--- src/hdl/hfmf_pkg.sv ---
package hfmf_pkg;

    localparam int SET_DEPTH = 64;
    localparam int VAL_W     = 32;
    localparam int IDX_W     = (SET_DEPTH > 1) ? $clog2(SET_DEPTH) : 1;
    localparam int CNT_W     = $clog2(SET_DEPTH + 1);

    typedef logic signed [VAL_W-1:0] t_value;
    typedef logic        [IDX_W-1:0] t_index;
    typedef logic        [CNT_W-1:0] t_count;

endpackage

--- src/hdl/hfmf_ram.sv ---
module hfmf_ram #(
    parameter int DEPTH  = 64,
    parameter int WIDTH  = 32,
    parameter int ADDR_W = (DEPTH > 1) ? $clog2(DEPTH) : 1
) (
    input  logic              i_clk,
    input  logic              i_wr_en,
    input  logic [ADDR_W-1:0] i_wr_addr,
    input  logic [WIDTH-1:0]  i_wr_data,
    input  logic [ADDR_W-1:0] i_rd_addr_a,
    output logic [WIDTH-1:0]  o_rd_data_a,
    input  logic [ADDR_W-1:0] i_rd_addr_b,
    output logic [WIDTH-1:0]  o_rd_data_b
);

    logic [WIDTH-1:0] r_mem [DEPTH];

    always_ff @(posedge i_clk) begin
        if (i_wr_en) begin
            r_mem[i_wr_addr] <= i_wr_data;
        end
        o_rd_data_a <= r_mem[i_rd_addr_a];
        o_rd_data_b <= r_mem[i_rd_addr_b];
    end

endmodule

--- src/hdl/half_frequency_mode_finder.sv ---
// Collects a set of signed 32-bit words, one per accepted input word, until a
// word with i_set_last high arrives, then reports the most frequent value of
// the set (the smallest value wins a tie) if it occurs at least floor(n/2)
// times, and zero otherwise. Up to SET_DEPTH (64) words of a set are kept in a
// memory; words beyond that are dropped, although a dropped word that carries
// i_set_last still ends the set. Loading writes each kept word to the memory.
// After the last word the block compares every stored word against every other
// through the two read ports of the value memory, one pair per cycle, and the
// memory's read is registered. While the comparison runs and while the result
// word waits to be taken, o_stall holds off new input words.
module half_frequency_mode_finder (
    input  logic              i_clk,
    input  logic              i_rst_n,
    input  logic              i_valid,
    output logic              o_stall,
    input  hfmf_pkg::t_value  i_sample_value,
    input  logic              i_set_last,
    output logic              o_valid,
    input  logic              i_stall,
    output hfmf_pkg::t_value  o_frequent_value
);
    import hfmf_pkg::*;

    typedef enum logic [1:0] {
        S_LOAD,
        S_SCAN,
        S_WAIT,
        S_OUT
    } t_state;

    t_state r_state, n_state;
    t_count r_count, n_count;
    t_count r_n, n_n;
    t_index r_last_idx, n_last_idx;
    t_index r_i, n_i;
    t_index r_j, n_j;
    logic   r_p_vld, n_p_vld;
    logic   r_p_end, n_p_end;
    logic   r_p_first, n_p_first;
    logic   r_p_final, n_p_final;
    t_count r_tally, n_tally;
    t_count r_best_cnt, n_best_cnt;
    t_value r_best_val, n_best_val;
    t_value r_out_val, n_out_val;
    logic   r_out_vld, n_out_vld;

    logic   accept;
    logic   wr_en;
    t_value rd_a;
    t_value rd_b;
    t_count tally_new;
    t_count n_set;
    logic   take;
    t_count fin_cnt;
    t_value fin_val;

    assign accept = i_valid && (r_state == S_LOAD);
    assign wr_en  = accept && (r_count < t_count'(SET_DEPTH));

    // Port A holds the candidate for a whole pass while port B walks the set.
    hfmf_ram #(
        .DEPTH (SET_DEPTH),
        .WIDTH (VAL_W),
        .ADDR_W(IDX_W)
    ) u_ram (
        .i_clk      (i_clk),
        .i_wr_en    (wr_en),
        .i_wr_addr  (r_count[IDX_W-1:0]),
        .i_wr_data  (i_sample_value),
        .i_rd_addr_a(r_i),
        .o_rd_data_a(rd_a),
        .i_rd_addr_b(r_j),
        .o_rd_data_b(rd_b)
    );

    assign tally_new = r_tally + t_count'(rd_a == rd_b);
    assign n_set     = r_count + t_count'(wr_en);

    // The first candidate always becomes the best; later ones replace it on a
    // higher count, or on an equal count with a smaller signed value.
    assign take = r_p_first || (tally_new > r_best_cnt) ||
                  ((tally_new == r_best_cnt) && (rd_a < r_best_val));
    assign fin_cnt = take ? tally_new : r_best_cnt;
    assign fin_val = take ? rd_a : r_best_val;

    always_comb begin
        n_state    = r_state;
        n_count    = r_count;
        n_n        = r_n;
        n_last_idx = r_last_idx;
        n_i        = r_i;
        n_j        = r_j;
        n_p_vld    = 1'b0;
        n_p_end    = r_j == r_last_idx;
        n_p_first  = r_i == '0;
        n_p_final  = (r_i == r_last_idx) && (r_j == r_last_idx);
        n_tally    = r_tally;
        n_best_cnt = r_best_cnt;
        n_best_val = r_best_val;
        n_out_val  = r_out_val;
        n_out_vld  = r_out_vld;

        case (r_state)
            S_LOAD: begin
                if (accept) begin
                    n_count = n_set;
                    if (i_set_last) begin
                        n_n        = n_set;
                        n_last_idx = t_index'(n_set - t_count'(1));
                        n_i        = '0;
                        n_j        = '0;
                        n_count    = '0;
                        n_state    = S_SCAN;
                    end
                end
            end
            S_SCAN: begin
                n_p_vld = 1'b1;
                if (r_j == r_last_idx) begin
                    n_j = '0;
                    n_i = r_i + t_index'(1);
                    if (r_i == r_last_idx) begin
                        n_state = S_WAIT;
                    end
                end else begin
                    n_j = r_j + t_index'(1);
                end
            end
            S_WAIT: begin
            end
            S_OUT: begin
                if (!i_stall) begin
                    n_out_vld = 1'b0;
                    n_state   = S_LOAD;
                end
            end
            default: begin
                n_state = S_LOAD;
            end
        endcase

        // Compare stage, in the cycle after the address issue.
        if (r_p_vld) begin
            if (r_p_end) begin
                n_tally    = '0;
                n_best_cnt = fin_cnt;
                n_best_val = fin_val;
                if (r_p_final) begin
                    n_out_val = (fin_cnt < (r_n >> 1)) ? '0 : fin_val;
                    n_out_vld = 1'b1;
                    n_state   = S_OUT;
                end
            end else begin
                n_tally = tally_new;
            end
        end
    end

    always_ff @(posedge i_clk) begin
        r_n        <= n_n;
        r_last_idx <= n_last_idx;
        r_i        <= n_i;
        r_j        <= n_j;
        r_p_end    <= n_p_end;
        r_p_first  <= n_p_first;
        r_p_final  <= n_p_final;
        r_best_cnt <= n_best_cnt;
        r_best_val <= n_best_val;
        r_out_val  <= n_out_val;
        if (!i_rst_n) begin
            r_state   <= S_LOAD;
            r_count   <= '0;
            r_p_vld   <= 1'b0;
            r_tally   <= '0;
            r_out_vld <= 1'b0;
        end else begin
            r_state   <= n_state;
            r_count   <= n_count;
            r_p_vld   <= n_p_vld;
            r_tally   <= n_tally;
            r_out_vld <= n_out_vld;
        end
    end

    assign o_stall          = r_state != S_LOAD;
    assign o_valid          = r_out_vld;
    assign o_frequent_value = r_out_val;

endmodule

--- config.mk ---
export PLATFORM = sky130hd
export DESIGN_NAME = half_frequency_mode_finder
export DESIGN_NICKNAME = d
export VERILOG_FILES = /design/src/hdl/hfmf_pkg.sv /design/src/hdl/hfmf_ram.sv /design/src/hdl/half_frequency_mode_finder.sv
export SDC_FILE = /design/constraint.sdc
export NUM_CORES = 2
export LEC_CHECK = 0
export ABC_CLOCK_PERIOD_IN_PS = 14900
export BUFFER_PORTS_ARGS = -buffer_cell sky130_fd_sc_hd__buf_2
export CAP_MARGIN = 20
export CORE_MARGIN = 2
export CORE_UTILIZATION = 53
export DETAILED_ROUTE_END_ITERATION = 7
export PLACE_DENSITY = 0.69
export SLEW_MARGIN = 40
export SYNTH_ARGS = -nofsm -noshare
export SYNTH_HDL_FRONTEND = slang
export SYNTH_SLANG_ARGS = --single-unit
--- constraint.sdc ---
create_clock -name i_clk -period 14.9 [get_ports i_clk]
set_input_delay 2.235 -clock i_clk [delete_from_list [all_inputs] [get_ports i_clk]]
set_output_delay 2.235 -clock i_clk [all_outputs]
set_load 0.005 [all_outputs]
==> impl_summary.md <==
Synth
The flip-flop and latch count after synthesis is approximately 2,200. The synthesized design contains around 2,100 enable-type register cells. The count of synthesis-stage warnings from yosys is 0. Synthesis produced a netlist with a net count of 4,562. Ranked by total cell area, the synthesized netlist is headed by edfxtp_1 (64%), mux4_2 (30%), dfxtp_1 (1.7%). The portion of the post-synthesis area used by sequential elements is 0.6523. After synthesis, the share of flip-flops with an asynchronous set or reset is 0.

In this run, distinct cell masters in the synthesized netlist total 55. By instance count, the leading cell after synthesis is edfxtp_1. After synthesis the cells add up to between 0.1 and 0.15 mm². The synthesized area per cell is approximately 23 µm².

The post-synthesis instance total is 4,474. For this run, the leading register cell type out of synthesis is edfxtp_1. By count the netlist is led by edfxtp_1 (2,143), mux4_2 (1,335), clkbuf_1 (198). The area share of the largest cell type after synthesis is 0.6355. The cell taking the most area after synthesis is edfxtp_1.

Global route
In the global route stage, met2 resource usage came out at 0.4814. The number of global-route vias before repair is ~53,000. The global-route usage over all layers is 0.3129. The total overflow left after global routing is 0. The global-route track usage on met3 is 0.08601. The met1 usage in global routing is 0.4335. The initial antenna violation count is 34.

Entering global routing, the biggest net connects ~130 pins. The global routing stage identified its most utilized layer as met2. The global-route wire length before repair is 417,800 µm.

Power and ir drop
The logic gate share of total power is 0.108. The internal power of the cells totals between 10 and 15 mW. Of the total power, the share spent switching nets is 0.2318. The fraction of power consumed by sequential logic is 0.492. Summing internal, switching and leakage power gives about 14 mW. The switching power total is approximately 3.3 mW.

Power spread over the standard cell area amounts to between 100 and 150 mW/mm². VDD sags by at most ~0.00013 V. For this design the static power due to leakage is 34.81 nW. The share of total power dissipated in the clock network is 0.400.

Layout
The area growth from synthesis to layout is 11.96%. The count of nets after finishing is between 4,000 and 5,000. Once layout is done, the placed cells without fillers occupy roughly 0.11 mm². The share of cells above drive strength 1 is 0.4165.

Timing
The relative slew slack is 0.3840. The number of endpoints failing setup at the final stage is 0. For the final routed database, the setup TNS stands at 0 ns. The shortest period the worst path allows is just over 6 ns. The final count of pins violating max slew is 0. The hold violation total from the final report is 0.

At the pin with the least slew margin, the transition time is 0.9240 ns. Between clock sinks in the finished design, the worst skew comes to between 0.03 and 0.04 ns. Setup repair after global routing left no endpoint under its margin. The maximum clock frequency is about 160 MHz. Dividing the final minimum period by the clock period gives 0.4132.

Critical path
STA classifies the critical path endpoint as a flop. STA puts the critical path data arrival time at between 6 and 7 ns. STA classifies the critical path startpoint as a flop. STA puts the critical path data required time at 15.49 ns. The startpoint-to-endpoint class of the critical path is reg -> reg.

In this run the worst path has a maximum fanout of 32.

Die
The vertical die dimension is roughly 440 µm. The boundary pin count is slightly above 70. The core footprint is between 0.15 and 0.2 mm². For this configuration, the core starts out at a cell density of 0.5330.

Row generation in the floorplan step produced 160 rows. The die covers just under 0.2 mm². The width of the die is 441.1 µm.

Routing
The first-iteration detailed-routing DRC count is around 8,000. The number of iterations in the first detailed-routing pass is 7. The overall via count from detail_route is roughly 54,000. Using the TritonRoute via totals, the vias-per-cell ratio works out to 7.312. The routed design has between 200,000 and 300,000 µm of wire.

The antenna violation net count after detailed routing is 0. The remaining design rule violation count is 0. After detailed routing, the average wire length per cell comes to about 41 µm.

CTS
The clock sink count is 2,228. After clock tree synthesis, the clock-pin slew on the worst setup and hold paths is 0.06 ns. The number of instances resized during post-cts repair is 0.

The cell sitting at the root of the clock tree is a clkbuf_16. The hold buffer count at cts is 0. The number of H-tree levels is 4. The number of clock buffers added by TritonCTS is 221. The clock latency at the later pin of the worst-skew pair is about 0.9 ns. Counting along the longest clock path gives a buffer depth of 3. The total setup buffers inserted after CTS is 0.

TritonCTS built the clock tree.

Hold path
The path class of the tightest hold or removal check is reg -> reg.

Placed design
The total placed instance area is between 0.1 and 0.15 mm². At the end of routability-driven placement, the weighted congestion stood at between 0.8 and 0.9. The count of buffers added on input and output ports is 70.

Detailed placement finished with a half-perimeter wire length of 170,900 µm.

Job
The max-capacitance violation count is 0.

Status
The run finished with clean final reports.
==> logic make-up (layout without fill, tap and decap cells) <==
kind of cell             after synthesis  count (layout)  synth area share
AND/OR/NAND/NOR                      246             246           0.01149
flip-flops                          2228            2228            0.6523
multiplexers                        1368            1368            0.3006
other                                  0              14                 0
XOR/XNOR                              66              66          0.005708
buffers and inverters                395             713           0.01562
AO/OA/AOI/OAI                        120             120          0.008044
adder cells (fa/ha/maj)               51              51          0.006301
==> power by group through the flow <==
stage / logic, mW / registers [mW] / clock network (mW)
CTS: 1.52 / 6.96 / 5.71
global route: 1.60 / 6.96 / 5.96
detailed placement: 1.52 / 7.09 / 0
floorplan: 0.985 / 7.08 / 0
global placement: 1.51 / 7.09 / 0
finish: 1.53 / 6.96 / 5.66
==> layout by cell type (no fill, tap or decap), drive strengths merged, types with 28 or more instances in the layout <==
cell | Yosys | layout
edfxtp | 2143 | 2143
mux4 | 1335 | 1335
clkbuf | 198 | 278
buf | 134 | 236
nor2 | 101 | 101
clkinv | 1 | 93
dfxtp | 85 | 85
inv | 62 | 67
ha | 51 | 51
nand2 | 49 | 49
xor2 | 48 | 48
mux2 | 32 | 32
a21boi | 32 | 32
a21oi | 30 | 30
bufinv | 0 | 28
==> per-layer routing <==
metal  wire, µm  vias up  part of all wire
li1           -    20115                 -
met5        173        -           0.00058
met2     142600     3594              0.48
met3      36910      631              0.12
met4      11790       24             0.039
met1     108400    29140              0.36
==> registers in the layout (all words and copies together) (netlist names), 7 cells and up <==
name / cells
o_frequent_value: 32
r_best_cnt: 7
r_best_val: 32
r_count: 7
r_tally: 7
u_ram.o_rd_data_a: 32
u_ram.o_rd_data_b: 32
u_ram.r_mem: 2048
==> metrics by stage <==
step | hold WS, ns | setup slack, ns | util | cells
detailed placement | 0.4743 | 8.900 | 0.5570 | 6881
finish | 0.4832 | 8.744 | 0.5968 | 7317
global route | 0.5217 | 8.460 | 0.5967 | 7306
floorplan | 0.4503 | 9.628 | - | 4474
global placement | 0.4746 | 9.058 | 0.5527 | 6853
CTS | 0.4847 | 8.871 | 0.5955 | 7295
==> critical path, cell delays in order, from the launching register on <==
cell and delay (ns):
dfxtp_1 0.34, xor2_1 0.16, nor4_1 0.46, nand4_1 0.18, nor2_1 0.28, ha_1 0.26
ha_1 0.26, nand3_1 0.12, xnor2_1 0.34, inv_1 0.10, ha_1 0.30, nand3_1 0.06
or3_1 0.40, or4_4 0.58, a21oi_4 0.20, nor3_4 0.10, o21ai_0 0.28, ha_1 0.30
a21oi_1 0.17, o22ai_1 0.14, a2111oi_4 0.28, buf_4 0.40, a21boi_0 0.14
==> final timing paths <==
path / from / to / slack (ns) / depth (start not counted)
worst min register to register: r_tally[0]$_SDFFE_PN0P_ / r_tally[0]$_SDFFE_PN0P_ / 0.48 / 2
worst max register to register: u_ram.o_rd_data_a[9]$_DFF_P_ / o_frequent_value[31]$_SDFFCE_PN0P_ / 8.74 / 22
worst max-delay path: u_ram.o_rd_data_a[9]$_DFF_P_ / o_frequent_value[31]$_SDFFCE_PN0P_ / 8.74 / 22
worst min-delay path: r_tally[0]$_SDFFE_PN0P_ / r_tally[0]$_SDFFE_PN0P_ / 0.48 / 2
==> cell type report <==
| class | instances | area, µm² |
|---|---|---|
| clock inverters | 136 | 1475 |
| multi-input cells | 1851 | 34130 |
| clock buffers | 278 | 5839 |
| inverters | 63 | 237.7 |
| fillers | 13117 | 76600 |
| repair buffers | 236 | 2466 |
| flip-flops and latches | 2228 | 66050 |
| well taps | 2511 | 3142 |
| diodes | 14 | 35.03 |
(Power assumes the default switching activity.)
